===== src/rtl/eauv_pkg.sv =====
// ----------------------------------------------------------------------------
// eauv_pkg
// Shared types and constants for the encoder angle unwrap and velocity block.
// ----------------------------------------------------------------------------
package eauv_pkg;

    // Single-turn angle resolution; one turn is 2**ANGLE_BITS counts
    localparam int ANGLE_BITS = 12;

    // Field and register widths
    localparam int BYTE_W     = 8;
    localparam int TIME_W     = 32;
    localparam int TURN_W     = 32;
    localparam int VEL_W      = 32;
    localparam int WRAP_W     = 12;
    localparam int INTERVAL_W = 16;
    localparam int CFG_IDX_W  = 8;
    localparam int CFG_DATA_W = 16;

    // Angle compare width, wide enough for a change magnitude and the threshold
    localparam int CMP_W = (ANGLE_BITS + 1 > WRAP_W) ? ANGLE_BITS + 1 : WRAP_W;

    // Velocity scaling: counts per microsecond to counts per second.
    // The scale is split into an odd factor (serial multiply) and a shift.
    localparam int unsigned VEL_SCALE = 1000000;
    localparam int MUL_SHIFT          = 6;
    localparam int unsigned MUL_K     = VEL_SCALE >> MUL_SHIFT;
    localparam int MUL_BITS           = $clog2(MUL_K + 1);
    localparam int MUL_IDX_W          = $clog2(MUL_BITS);
    localparam int SCALE_W            = $clog2(VEL_SCALE + 1);
    localparam logic [MUL_BITS-1:0] MUL_K_BITS = MUL_BITS'(MUL_K);

    // Delta magnitude width and datapath width of the shared adder
    localparam int MAG_W = TURN_W + 1 + ANGLE_BITS + 1;
    localparam int ACC_W = MAG_W + SCALE_W;

    // Restoring divider: one quotient bit per step
    localparam int DIV_STEPS = VEL_W;
    localparam int CNT_W     = $clog2(DIV_STEPS);

    localparam logic [VEL_W-1:0] VEL_MAX = {1'b0, {(VEL_W-1){1'b1}}};
    localparam logic [VEL_W-1:0] VEL_MIN = {1'b1, {(VEL_W-1){1'b0}}};

    // Reset values of the configuration registers
    localparam logic [WRAP_W-1:0]     WRAP_RESET     = WRAP_W'(3276);
    localparam logic [INTERVAL_W-1:0] INTERVAL_RESET = INTERVAL_W'(1000);

    // Operation codes
    localparam logic OP_SAMPLE   = 1'b0;
    localparam logic OP_VELOCITY = 1'b1;

    // Configuration register indexes
    localparam logic [CFG_IDX_W-1:0] REG_WRAP_THRESHOLD  = CFG_IDX_W'(0);
    localparam logic [CFG_IDX_W-1:0] REG_DEFAULT_INTERVAL = CFG_IDX_W'(1);

    typedef enum logic [3:0] {
        ST_IDLE,
        ST_DT,
        ST_TDIFF,
        ST_DELTA,
        ST_ABS,
        ST_MUL,
        ST_CHECK,
        ST_DIV,
        ST_NEG,
        ST_FINISH
    } state_t;

    typedef struct packed {
        state_t           state;
        logic [CNT_W-1:0] cnt;
        logic             ready;
    } ctrl_t;

endpackage


===== src/rtl/eauv_if.sv =====
// ----------------------------------------------------------------------------
// eauv_if
// Valid/ready channels of the encoder unwrap block: samples, results, config.
// ----------------------------------------------------------------------------
interface eauv_in_if
    import eauv_pkg::*;
();

    logic              valid;
    logic              ready;
    logic              operation;
    logic              read_ok;
    logic [BYTE_W-1:0] status_byte;
    logic [BYTE_W-1:0] angle_high_byte;
    logic [BYTE_W-1:0] angle_low_byte;
    logic [BYTE_W-1:0] gain_byte;
    logic [TIME_W-1:0] timestamp_us;

    modport source (
        output valid, operation, read_ok, status_byte, angle_high_byte,
               angle_low_byte, gain_byte, timestamp_us,
        input  ready
    );

    modport sink (
        input  valid, operation, read_ok, status_byte, angle_high_byte,
               angle_low_byte, gain_byte, timestamp_us,
        output ready
    );
endinterface

interface eauv_out_if
    import eauv_pkg::*;
();

    logic                     valid;
    logic                     ready;
    logic [ANGLE_BITS-1:0]    angle_counts;
    logic signed [TURN_W-1:0] turn_count;
    logic signed [VEL_W-1:0]  velocity_cps;
    logic [BYTE_W-1:0]        good_status;
    logic [BYTE_W-1:0]        last_gain;
    logic                     diag_valid;

    modport source (
        output valid, angle_counts, turn_count, velocity_cps, good_status,
               last_gain, diag_valid,
        input  ready
    );

    modport sink (
        input  valid, angle_counts, turn_count, velocity_cps, good_status,
               last_gain, diag_valid,
        output ready
    );
endinterface

interface eauv_cfg_if
    import eauv_pkg::*;
();

    logic                  valid;
    logic                  ready;
    logic [CFG_IDX_W-1:0]  index;
    logic [CFG_DATA_W-1:0] data;

    modport source (
        output valid, index, data,
        input  ready
    );

    modport sink (
        input  valid, index, data,
        output ready
    );
endinterface


===== src/rtl/encoder_angle_unwrap_velocity.sv =====
// ----------------------------------------------------------------------------
// encoder_angle_unwrap_velocity
// Multi-turn unwrap and velocity estimate for a 12-bit absolute angle sensor.
// ----------------------------------------------------------------------------
// A sample item updates the tracked state when taken; its result goes through
// FINISH into the result register. A velocity item runs setup steps (elapsed
// time, turn difference, count delta, magnitude), 14 shift-and-add steps that
// scale the count delta to counts per second, one range check and 32 restoring
// divide steps by the elapsed time, all on one shared 66-bit adder. The block
// takes no new item while it computes, but it does take one while a finished
// result is still waiting at the output. Configuration writes are always ready.
// ----------------------------------------------------------------------------
module encoder_angle_unwrap_velocity
    import eauv_pkg::*;
(
    input  logic       clk,
    input  logic       rst_n,
    eauv_in_if.sink    sample,
    eauv_out_if.source result,
    eauv_cfg_if.sink   cfg
);

    ctrl_t ctrl;
    logic  accept;
    logic  out_free;
    logic  out_load;

    // Configuration
    logic [WRAP_W-1:0]     wrap_thr_reg;
    logic [INTERVAL_W-1:0] def_int_reg;

    // Tracked state
    logic [ANGLE_BITS-1:0] cur_angle_reg;
    logic [TURN_W-1:0]     turns_reg;
    logic [TIME_W-1:0]     sample_time_reg;
    logic [ANGLE_BITS-1:0] ref_angle_reg;
    logic [TURN_W-1:0]     ref_turns_reg;
    logic [TIME_W-1:0]     ref_time_reg;
    logic [BYTE_W-1:0]     held_status_reg;
    logic [BYTE_W-1:0]     held_gain_reg;
    logic                  valid_flag_reg;
    logic                  primed_reg;

    // Velocity datapath
    logic [TIME_W-1:0] dt_reg;
    logic [ACC_W-1:0]  acc_reg;
    logic [ACC_W-1:0]  mcand_reg;
    logic              neg_reg;
    logic              sat_reg;
    logic [VEL_W-1:0]  rem_reg;
    logic [VEL_W-1:0]  quo_reg;
    logic [VEL_W-1:0]  vel_reg;

    // Result register
    logic                  out_valid_reg;
    logic [ANGLE_BITS-1:0] out_angle_reg;
    logic [TURN_W-1:0]     out_turns_reg;
    logic [VEL_W-1:0]      out_vel_reg;
    logic [BYTE_W-1:0]     out_status_reg;
    logic [BYTE_W-1:0]     out_gain_reg;
    logic                  out_diag_reg;

    // Sample update
    logic [ANGLE_BITS-1:0]   dec_angle;
    logic [ANGLE_BITS-1:0]   new_angle;
    logic [ANGLE_BITS:0]     ang_diff;
    logic [ANGLE_BITS:0]     ang_mag;
    logic                    do_wrap;
    logic [TURN_W-1:0]       turns_step;

    // Shared unit
    logic [ACC_W-1:0] alu_a;
    logic [ACC_W-1:0] alu_b;
    logic             alu_sub;
    logic [ACC_W-1:0] alu_sum;
    logic             alu_carry;

    logic [ANGLE_BITS:0] dang;
    logic [ACC_W-1:0]    scaled;
    logic [TIME_W-1:0]   dt_raw;
    logic                big;

    assign accept   = sample.valid && ctrl.ready;
    assign out_free = !out_valid_reg || result.ready;
    assign out_load = (ctrl.state == ST_FINISH) && out_free;

    assign sample.ready = ctrl.ready;
    assign cfg.ready    = 1'b1;

    eauv_seq u_seq (
        .clk       (clk),
        .rst_n     (rst_n),
        .accept    (accept),
        .operation (sample.operation),
        .out_free  (out_free),
        .ctrl      (ctrl)
    );

    eauv_alu u_alu (
        .a     (alu_a),
        .b     (alu_b),
        .sub   (alu_sub),
        .sum   (alu_sum),
        .carry (alu_carry)
    );

    // ---- Sample decode and wrap detection --------------------------------
    assign dec_angle  = {sample.angle_high_byte[ANGLE_BITS-9:0], sample.angle_low_byte};
    assign new_angle  = sample.read_ok ? dec_angle : cur_angle_reg;
    assign ang_diff   = {1'b0, new_angle} - {1'b0, cur_angle_reg};
    assign ang_mag    = ang_diff[ANGLE_BITS] ? (~ang_diff + 1'b1) : ang_diff;
    assign do_wrap    = CMP_W'(ang_mag) > CMP_W'(wrap_thr_reg);
    // A rise past the threshold is a backward wrap
    assign turns_step = ang_diff[ANGLE_BITS] ? TURN_W'(1) : {TURN_W{1'b1}};

    // ---- Shared unit operand select --------------------------------------
    assign dang   = {1'b0, cur_angle_reg} - {1'b0, ref_angle_reg};
    assign scaled = acc_reg << MUL_SHIFT;
    assign dt_raw = alu_sum[TIME_W-1:0];
    assign big    = sat_reg || quo_reg[VEL_W-1];

    always_comb
    begin
        alu_a   = '0;
        alu_b   = '0;
        alu_sub = 1'b1;
        unique case (ctrl.state)
            ST_DT:
            begin
                alu_a = ACC_W'(sample_time_reg);
                alu_b = ACC_W'(ref_time_reg);
            end
            ST_TDIFF:
            begin
                alu_a = {{(ACC_W-TURN_W){turns_reg[TURN_W-1]}}, turns_reg};
                alu_b = {{(ACC_W-TURN_W){ref_turns_reg[TURN_W-1]}}, ref_turns_reg};
            end
            ST_DELTA:
            begin
                alu_a   = acc_reg << ANGLE_BITS;
                alu_b   = {{(ACC_W-ANGLE_BITS-1){dang[ANGLE_BITS]}}, dang};
                alu_sub = 1'b0;
            end
            ST_ABS:
            begin
                alu_b = acc_reg;
            end
            ST_MUL:
            begin
                alu_a   = acc_reg;
                alu_b   = mcand_reg;
                alu_sub = 1'b0;
            end
            ST_CHECK:
            begin
                alu_a = ACC_W'(scaled[ACC_W-1:VEL_W]);
                alu_b = ACC_W'(dt_reg);
            end
            ST_DIV:
            begin
                alu_a = ACC_W'({rem_reg, quo_reg[VEL_W-1]});
                alu_b = ACC_W'(dt_reg);
            end
            ST_NEG:
            begin
                alu_b = ACC_W'(quo_reg);
            end
            default:
            begin
                alu_a = '0;
            end
        endcase
    end

    // ---- Configuration ---------------------------------------------------
    always_ff @(posedge clk or negedge rst_n)
    begin
        if (!rst_n)
        begin
            wrap_thr_reg <= WRAP_RESET;
            def_int_reg  <= INTERVAL_RESET;
        end
        else if (cfg.valid)
        begin
            unique case (cfg.index)
                REG_WRAP_THRESHOLD:   wrap_thr_reg <= cfg.data[WRAP_W-1:0];
                REG_DEFAULT_INTERVAL: def_int_reg  <= cfg.data[INTERVAL_W-1:0];
                default:              wrap_thr_reg <= wrap_thr_reg;
            endcase
        end
    end

    // ---- Tracked state ---------------------------------------------------
    always_ff @(posedge clk or negedge rst_n)
    begin
        if (!rst_n)
        begin
            cur_angle_reg   <= '0;
            turns_reg       <= '0;
            sample_time_reg <= '0;
            ref_angle_reg   <= '0;
            ref_turns_reg   <= '0;
            ref_time_reg    <= '0;
            held_status_reg <= '0;
            held_gain_reg   <= '0;
            valid_flag_reg  <= 1'b0;
            primed_reg      <= 1'b0;
        end
        else if (accept && sample.operation == OP_SAMPLE)
        begin
            valid_flag_reg  <= sample.read_ok;
            sample_time_reg <= sample.timestamp_us;
            cur_angle_reg   <= new_angle;
            if (sample.read_ok)
            begin
                held_status_reg <= sample.status_byte;
                held_gain_reg   <= sample.gain_byte;
            end
            if (!primed_reg)
            begin
                // First sample only seeds the reference
                ref_angle_reg <= new_angle;
                ref_time_reg  <= sample.timestamp_us;
                turns_reg     <= '0;
                ref_turns_reg <= '0;
                primed_reg    <= 1'b1;
            end
            else if (do_wrap)
            begin
                turns_reg <= turns_reg + turns_step;
            end
        end
        else if (ctrl.state == ST_NEG)
        begin
            // Move the velocity reference to now
            ref_angle_reg <= cur_angle_reg;
            ref_turns_reg <= turns_reg;
            ref_time_reg  <= sample_time_reg;
        end
    end

    // ---- Velocity datapath -----------------------------------------------
    always_ff @(posedge clk)
    begin
        if (accept && sample.operation == OP_SAMPLE)
            vel_reg <= '0;

        case (ctrl.state)
            ST_DT:
            begin
                // Zero elapsed time falls back to the default interval, or to 1 if that is zero
                if (dt_raw != '0)
                    dt_reg <= dt_raw;
                else if (def_int_reg != '0)
                    dt_reg <= TIME_W'(def_int_reg);
                else
                    dt_reg <= TIME_W'(1);
            end
            ST_TDIFF, ST_DELTA:
            begin
                acc_reg <= alu_sum;
            end
            ST_ABS:
            begin
                neg_reg   <= acc_reg[ACC_W-1];
                mcand_reg <= acc_reg[ACC_W-1] ? alu_sum : acc_reg;
                acc_reg   <= '0;
            end
            ST_MUL:
            begin
                if (MUL_K_BITS[ctrl.cnt[MUL_IDX_W-1:0]])
                    acc_reg <= alu_sum;
                mcand_reg <= mcand_reg << 1;
            end
            ST_CHECK:
            begin
                // Quotient of 2**32 or more saturates regardless
                sat_reg <= alu_carry;
                rem_reg <= scaled[2*VEL_W-1:VEL_W];
                quo_reg <= scaled[VEL_W-1:0];
            end
            ST_DIV:
            begin
                quo_reg <= {quo_reg[VEL_W-2:0], alu_carry};
                rem_reg <= alu_carry ? alu_sum[VEL_W-1:0]
                                     : {rem_reg[VEL_W-2:0], quo_reg[VEL_W-1]};
            end
            ST_NEG:
            begin
                if (neg_reg)
                    vel_reg <= big ? VEL_MIN : alu_sum[VEL_W-1:0];
                else
                    vel_reg <= big ? VEL_MAX : quo_reg;
            end
            default:
            begin
                dt_reg <= dt_reg;
            end
        endcase
    end

    // ---- Result register -------------------------------------------------
    always_ff @(posedge clk or negedge rst_n)
    begin
        if (!rst_n)
            out_valid_reg <= 1'b0;
        else if (out_load)
            out_valid_reg <= 1'b1;
        else if (result.ready)
            out_valid_reg <= 1'b0;
    end

    always_ff @(posedge clk)
    begin
        if (out_load)
        begin
            out_angle_reg  <= cur_angle_reg;
            out_turns_reg  <= turns_reg;
            out_vel_reg    <= vel_reg;
            out_status_reg <= held_status_reg;
            out_gain_reg   <= held_gain_reg;
            out_diag_reg   <= valid_flag_reg;
        end
    end

    assign result.valid        = out_valid_reg;
    assign result.angle_counts = out_angle_reg;
    assign result.turn_count   = $signed(out_turns_reg);
    assign result.velocity_cps = $signed(out_vel_reg);
    assign result.good_status  = out_status_reg;
    assign result.last_gain    = out_gain_reg;
    assign result.diag_valid   = out_diag_reg;

endmodule


===== src/rtl/eauv_alu.sv =====
// ----------------------------------------------------------------------------
// eauv_alu
// Shared adder/subtractor; carry out on subtract means a >= b (unsigned).
// ----------------------------------------------------------------------------
module eauv_alu
    import eauv_pkg::*;
(
    input  logic [ACC_W-1:0] a,
    input  logic [ACC_W-1:0] b,
    input  logic             sub,
    output logic [ACC_W-1:0] sum,
    output logic             carry
);

    logic [ACC_W-1:0] b_in;

    assign b_in = sub ? ~b : b;
    assign {carry, sum} = {1'b0, a} + {1'b0, b_in} + (ACC_W + 1)'(sub);

endmodule


===== src/rtl/eauv_seq.sv =====
// ----------------------------------------------------------------------------
// eauv_seq
// Sequencer for sample and velocity items: setup, serial multiply, check, divide.
// ----------------------------------------------------------------------------
module eauv_seq
    import eauv_pkg::*;
(
    input  logic  clk,
    input  logic  rst_n,
    input  logic  accept,
    input  logic  operation,
    input  logic  out_free,
    output ctrl_t ctrl
);

    state_t           state_reg;
    state_t           state_next;
    logic [CNT_W-1:0] cnt_reg;
    logic [CNT_W-1:0] cnt_next;

    always_ff @(posedge clk or negedge rst_n)
    begin
        if (!rst_n)
        begin
            state_reg <= ST_IDLE;
            cnt_reg   <= '0;
        end
        else
        begin
            state_reg <= state_next;
            cnt_reg   <= cnt_next;
        end
    end

    always_comb
    begin
        state_next = state_reg;
        cnt_next   = cnt_reg;
        unique case (state_reg)
            ST_IDLE:
            begin
                if (accept)
                    state_next = (operation == OP_VELOCITY) ? ST_DT : ST_FINISH;
            end
            ST_DT:    state_next = ST_TDIFF;
            ST_TDIFF: state_next = ST_DELTA;
            ST_DELTA: state_next = ST_ABS;
            ST_ABS:
            begin
                state_next = ST_MUL;
                cnt_next   = '0;
            end
            ST_MUL:
            begin
                cnt_next = cnt_reg + CNT_W'(1);
                if (cnt_reg == CNT_W'(MUL_BITS - 1))
                    state_next = ST_CHECK;
            end
            ST_CHECK:
            begin
                state_next = ST_DIV;
                cnt_next   = '0;
            end
            ST_DIV:
            begin
                cnt_next = cnt_reg + CNT_W'(1);
                if (cnt_reg == CNT_W'(DIV_STEPS - 1))
                    state_next = ST_NEG;
            end
            ST_NEG: state_next = ST_FINISH;
            ST_FINISH:
            begin
                if (out_free)
                    state_next = ST_IDLE;
            end
            default: state_next = ST_IDLE;
        endcase
    end

    always_comb
    begin
        ctrl.state = state_reg;
        ctrl.cnt   = cnt_reg;
        ctrl.ready = (state_reg == ST_IDLE);
    end

endmodule

===== src/flat_wrapper.sv =====
// flat-port wrapper written by rule: the top's interface ports become plain ports
module encoder_angle_unwrap_velocity_flat import eauv_pkg::*;
  (clk, rst_n, sample_valid, sample_operation, sample_read_ok, sample_status_byte, sample_angle_high_byte, sample_angle_low_byte, sample_gain_byte, sample_timestamp_us, sample_ready, result_valid, result_angle_counts, result_turn_count, result_velocity_cps, result_good_status, result_last_gain, result_diag_valid, result_ready, cfg_valid, cfg_index, cfg_data, cfg_ready);
  eauv_in_if sample_i ();
  eauv_out_if result_i ();
  eauv_cfg_if cfg_i ();
  input  logic clk;
  input  logic rst_n;
  input wire logic [$bits(sample_i.valid)-1:0] sample_valid;
  input wire logic [$bits(sample_i.operation)-1:0] sample_operation;
  input wire logic [$bits(sample_i.read_ok)-1:0] sample_read_ok;
  input wire logic [$bits(sample_i.status_byte)-1:0] sample_status_byte;
  input wire logic [$bits(sample_i.angle_high_byte)-1:0] sample_angle_high_byte;
  input wire logic [$bits(sample_i.angle_low_byte)-1:0] sample_angle_low_byte;
  input wire logic [$bits(sample_i.gain_byte)-1:0] sample_gain_byte;
  input wire logic [$bits(sample_i.timestamp_us)-1:0] sample_timestamp_us;
  output wire logic [$bits(sample_i.ready)-1:0] sample_ready;
  output wire logic [$bits(result_i.valid)-1:0] result_valid;
  output wire logic [$bits(result_i.angle_counts)-1:0] result_angle_counts;
  output wire logic [$bits(result_i.turn_count)-1:0] result_turn_count;
  output wire logic [$bits(result_i.velocity_cps)-1:0] result_velocity_cps;
  output wire logic [$bits(result_i.good_status)-1:0] result_good_status;
  output wire logic [$bits(result_i.last_gain)-1:0] result_last_gain;
  output wire logic [$bits(result_i.diag_valid)-1:0] result_diag_valid;
  input wire logic [$bits(result_i.ready)-1:0] result_ready;
  input wire logic [$bits(cfg_i.valid)-1:0] cfg_valid;
  input wire logic [$bits(cfg_i.index)-1:0] cfg_index;
  input wire logic [$bits(cfg_i.data)-1:0] cfg_data;
  output wire logic [$bits(cfg_i.ready)-1:0] cfg_ready;
  assign sample_i.valid = sample_valid;
  assign sample_i.operation = sample_operation;
  assign sample_i.read_ok = sample_read_ok;
  assign sample_i.status_byte = sample_status_byte;
  assign sample_i.angle_high_byte = sample_angle_high_byte;
  assign sample_i.angle_low_byte = sample_angle_low_byte;
  assign sample_i.gain_byte = sample_gain_byte;
  assign sample_i.timestamp_us = sample_timestamp_us;
  assign sample_ready = sample_i.ready;
  assign result_valid = result_i.valid;
  assign result_angle_counts = result_i.angle_counts;
  assign result_turn_count = result_i.turn_count;
  assign result_velocity_cps = result_i.velocity_cps;
  assign result_good_status = result_i.good_status;
  assign result_last_gain = result_i.last_gain;
  assign result_diag_valid = result_i.diag_valid;
  assign result_i.ready = result_ready;
  assign cfg_i.valid = cfg_valid;
  assign cfg_i.index = cfg_index;
  assign cfg_i.data = cfg_data;
  assign cfg_ready = cfg_i.ready;
  encoder_angle_unwrap_velocity u_core (.clk(clk), .rst_n(rst_n), .sample(sample_i), .result(result_i), .cfg(cfg_i));
endmodule

===== config.mk =====
export PLATFORM = sky130hd
export DESIGN_NAME = encoder_angle_unwrap_velocity_flat
export DESIGN_NICKNAME = d
export VERILOG_FILES = /design/src/rtl/eauv_pkg.sv /design/src/rtl/eauv_if.sv /design/src/rtl/encoder_angle_unwrap_velocity.sv /design/src/rtl/eauv_alu.sv /design/src/rtl/eauv_seq.sv /design/src/flat_wrapper.sv
export SDC_FILE = /design/constraint.sdc
export NUM_CORES = 1
export LEC_CHECK = 0
export ABC_CLOCK_PERIOD_IN_PS = 16900
export BUFFER_PORTS_ARGS = -buffer_cell sky130_fd_sc_hd__clkbuf_2
export CAP_MARGIN = 20
export CORE_MARGIN = 10
export CORE_UTILIZATION = 40
export CTS_CLUSTER_SIZE = 8
export DETAILED_ROUTE_END_ITERATION = 8
export SYNTH_ARGS = -nofsm -noshare
export SYNTH_HDL_FRONTEND = slang
export SYNTH_SLANG_ARGS = --single-unit

===== constraint.sdc =====
create_clock -name clk -period 16.9 [get_ports clk]
set_input_delay 0.845 -clock clk [delete_from_list [all_inputs] [get_ports clk]]
set_output_delay 0.845 -clock clk [all_outputs]
set_load 0.01 [all_outputs]

==> results.txt <==
The run finished with clean final reports. The number of synthesized flops with an enable pin came out at 355. For this run, the leading register cell type out of synthesis is sky130_fd_sc_hd__edfxtp_1. The final critical delay including setup and external delays came out at roughly 8 ns. The max-capacitance violation count came out at 0. The clock-pin slew on the worst setup and hold paths came out at about 0.05 ns. The worst setup margin is approximately 9 ns.

The worst slack at placement came out at 8.98 ns. The cell count after synthesis is approximately 3300. The ratio of routed vias to standard cells came out at ~6. Dividing total power by cell area gives a power density of 126 nW/um^2. After clock tree synthesis, the flow added hold-fix buffers numbering 0. Of the cells placed in the final design, the portion with a size suffix greater than 1 is 0.140. In this run, distinct cell masters in the synthesized netlist total about 100. The number of antenna violations at the first check in global routing came out at 3. Clock skew on the completed layout was measured at 0.0396 ns. The net switching power figure came out at approximately 1600 uW. The final RePlAce weighted congestion came out at 0.954.

The adder-cell area share of the yosys netlist came out at 0.0538. After synthesis, the largest family of logic cells by area is compound AO/OA/AOI/OAI gates. Headroom to the max-slew limit came out at 0.243. VDD sags by at most about 0.000084 V. The required time reported for the critical path endpoint came out at 17.37 ns. In the post-synthesis netlist, the cell with the most instances is sky130_fd_sc_hd__nand2_1. The count of synthesis-stage warnings from yosys came out at 0.

The routed length per placed instance is around 25 um. The number of buffers inserted by port buffering came out at about 190. For this run, the top clock speed supported by timing is ~130 MHz.

The overall fraction of global-route tracks in use came out at 0.237. The largest stage delay on the critical path is 0.63 ns. The leakage component of the power came out at between 0.015 and 0.02 uW. The arrival time reported for the critical path endpoint came out at between 8 and 9 ns. Of the post-synthesis cell area, the dominant cell type holds 0.324. The measured slew at the worst slew-check pin is between 1 and 1.5 ns. Setup repair after global routing left no endpoint under its margin. The first global-routing pass estimated roughly 170 mm of wire. The share of total power dissipated in the clock network is 0.331. TritonCTS built the clock tree. The total area inside the core boundary comes to between 80000 and 90000 um^2.

The final design utilization is 0.455. The switching power share of the total is 0.333. Cell internal power was estimated by the tool at 3130 uW.

In this run the cell area of the synthesized design comes to about 33000 um^2. Of all flip-flops after synthesis, the portion carrying an async set or reset was 0.369. Of all nets on the critical path, the largest fanout is between 50 and 60. The worst min-delay path class is input pin to async pin. The I/O pin total is between 150 and 200. The number of nets handed over by synthesis was 3547. The global route total overflow is 0. The count of pins over their slew limit came out at 0. Of the total power, combinational logic draws 0.300. The pin count of the biggest net entering global routing came out at 95. The number of logic stages on the critical path including buffering came out at 28. The setup check on the worst reg-to-reg path leaves a slack of between 8 and 9 ns. The number of buffers between clock root and the deepest sink is 3.

In this run the number of H-tree levels came out at 3. sky130_fd_sc_hd__edfxtp_1 takes more of the synthesized area than any other cell. The first TritonRoute pass finished after 5 iterations. The worst setup path is captured at a flop. The number of clock buffers inserted by TritonCTS is 81. The count of final hold-check violations is 0. The total number of placement rows is about 110.

The number of buffer and inverter stages on the critical path is 3. By startpoint and endpoint, the worst setup path is classified as flop to flop. The routed design has between 100 and 150 mm of wire.

Of the available clock period, the critical path in the final layout requires 0.472. The number of nets with antenna violations after detailed routing came out at 0. The count of buffers added by post-CTS timing repair for setup is 0. The part of the power in registers came out at 0.369. The number of sinks driven by the clock tree is 563. Ranked by instance count, the synthesized netlist is headed by sky130_fd_sc_hd__nand2_1 (540), sky130_fd_sc_hd__edfxtp_1 (355), sky130_fd_sc_hd__o21ai_0 (204).

On the critical path, the stage with the largest delay is an instance of sky130_fd_sc_hd__nand2_4. The floorplan step defined a die boundary enclosing between 90000 and 100000 um^2. The number of fill cells in the layout is 7815. The layout-stage area growth over the synthesis result is 13.3%. The tree is rooted in a sky130_fd_sc_hd__clkbuf_16. The cell family contributing the most delay on the critical path is compound AO/OA/AOI/OAI gates.

The worst setup path is launched from a flop. The post-detailed-route DRC marker count is 0. The fraction of the mapped netlist area in compound gates came to 0.201. The number of synthesized register bits came out at around 560. The simple-gate area share of the yosys netlist came out at 0.150. After synthesis, the share of cell area in mux cells is 0.0438. Among the stages of the critical path, the cell type that occurs most often is sky130_fd_sc_hd__o21ai_0. The initial cell density of the core came out at 0.402. The depth of the most critical reg-to-reg path is 28. The portion of the post-synthesis area used by sequential elements is 0.483. In the final design database the tool counted 3651 nets.

The average instance in the mapped netlist occupies slightly below 10 um^2. The total of cells resized after clock tree synthesis came out at 0. The clock latency on the worst-skew pair came out at roughly 0.64 ns. Yosys attributes the largest share of cell area to sky130_fd_sc_hd__edfxtp_1 (32%), sky130_fd_sc_hd__dfrtp_1 (15%), sky130_fd_sc_hd__nand2_1 (6.2%), sky130_fd_sc_hd__ha_1 (5.1%), sky130_fd_sc_hd__o21ai_0 (3.1%). Of the total synthesized cell area, the portion taken by XOR and XNOR cells is 0.0300. The die height came out at 307 um. The die extent in x came out at ~300 um. After the first detailed-routing iteration, the DRC count stood at ~2900.

The count of endpoints failing setup in the final report is 0. The via count of the first global-routing pass came out at around 27000. The total via count in the routed design came out at 27500. The accumulated negative setup slack is 0 ns. The post-DP HPWL came out at between 70 and 80 mm.
## metrics by stage
stage	hold WS [ns]	power, uW	instance area [um^2]	cells
after floorplan	0.400	2720	32900	3313
after global placement	0.401	3120	34800	4402
after detailed placement	0.405	3130	34800	4403
after CTS	0.257	4690	37200	4552
after global routing	0.249	4920	37300	4554
final	0.200	4700	37300	4554
## cells by family (layout without fill, tap and decap cells)
family	count (synthesis)	in the layout
adder cells (fa/ha/maj)	139	139
AO/OA/AOI/OAI	964	964
flip-flops	563	563
AND/OR/NAND/NOR	1084	1084
XOR/XNOR	111	111
multiplexers	134	134
other	1	2
buffers and inverters	317	487
## per-layer routing
layer	GRT usage	vias to the layer above	part of all wire
met4	0.0875	0	0.039
met3	0.0440	215	0.081
met1	0.325	13600	0.43
li1	-	12500	-
met5	0	-	0
met2	0.370	1185	0.45
## path summary, 6_finish.rpt
check | endpoint | startpoint
min in group clk | u_core.result.velocity_cps[21] | u_core.vel_reg[21]
worst max register to register | u_core.rem_reg[12] | u_core.cur_angle_reg[0]
max in group asynchronous | u_core.sample_time_reg[31] | rst_n
worst min register to register | u_core.result.velocity_cps[21] | u_core.vel_reg[21]
worst max-delay path | u_core.rem_reg[12] | u_core.cur_angle_reg[0]
worst min-delay path | u_core.cur_angle_reg[9] | rst_n
## cell usage in the layout (no fill, tap or decap), types with 24 or more instances in the layout
master                      synthesis  layout
sky130_fd_sc_hd__nand2_1          540     535
sky130_fd_sc_hd__edfxtp_1         355     355
sky130_fd_sc_hd__o21ai_0          204     204
sky130_fd_sc_hd__dfrtp_1          196     196
sky130_fd_sc_hd__a21oi_1          197     195
sky130_fd_sc_hd__clkbuf_2           0     184
sky130_fd_sc_hd__nor2_1           171     167
sky130_fd_sc_hd__ha_1             135     135
sky130_fd_sc_hd__a22oi_1          119     119
sky130_fd_sc_hd__inv_1             99      99
sky130_fd_sc_hd__nand3_1           96      95
sky130_fd_sc_hd__clkbuf_16          0      82
sky130_fd_sc_hd__mux2_2            78      78
sky130_fd_sc_hd__xnor2_1           62      62
sky130_fd_sc_hd__a21o_1            61      61
sky130_fd_sc_hd__nor3_1            61      58
sky130_fd_sc_hd__clkbuf_1         183      57
sky130_fd_sc_hd__mux2i_1           56      56
sky130_fd_sc_hd__buf_4              5      51
sky130_fd_sc_hd__nor2b_1           49      49
sky130_fd_sc_hd__o31ai_1           49      49
sky130_fd_sc_hd__xor2_1            47      47
sky130_fd_sc_hd__a22o_1            45      45
sky130_fd_sc_hd__nand4_1           41      41
sky130_fd_sc_hd__a221o_1           34      34
sky130_fd_sc_hd__a211o_1           32      32
sky130_fd_sc_hd__a211oi_1          30      29
sky130_fd_sc_hd__o21bai_1          24      24
## layout make-up
cell class	instances	area [um^2]	area share
antenna	1	2.50	0.0000672
clock buffer	142	2310	0.0619
clock inverter	7	129	0.00346
inverter	100	375	0.0101
multi-input combinational	2433	15900	0.426
sequential	563	15900	0.426
tap	1070	1340	0.0359
timing repair buffer	238	1350	0.0362
## power groups by stage
stage	clock network [uW]	registers [uW]	logic, uW
4_1_cts	1580	1730	1380
3_3_place_gp	0	1750	1360
2_1_floorplan	0	1730	988
6_report	1560	1730	1410
3_5_place_dp	0	1750	1370
5_1_grt	1640	1740	1530
Power figures use the tool's default switching activity.
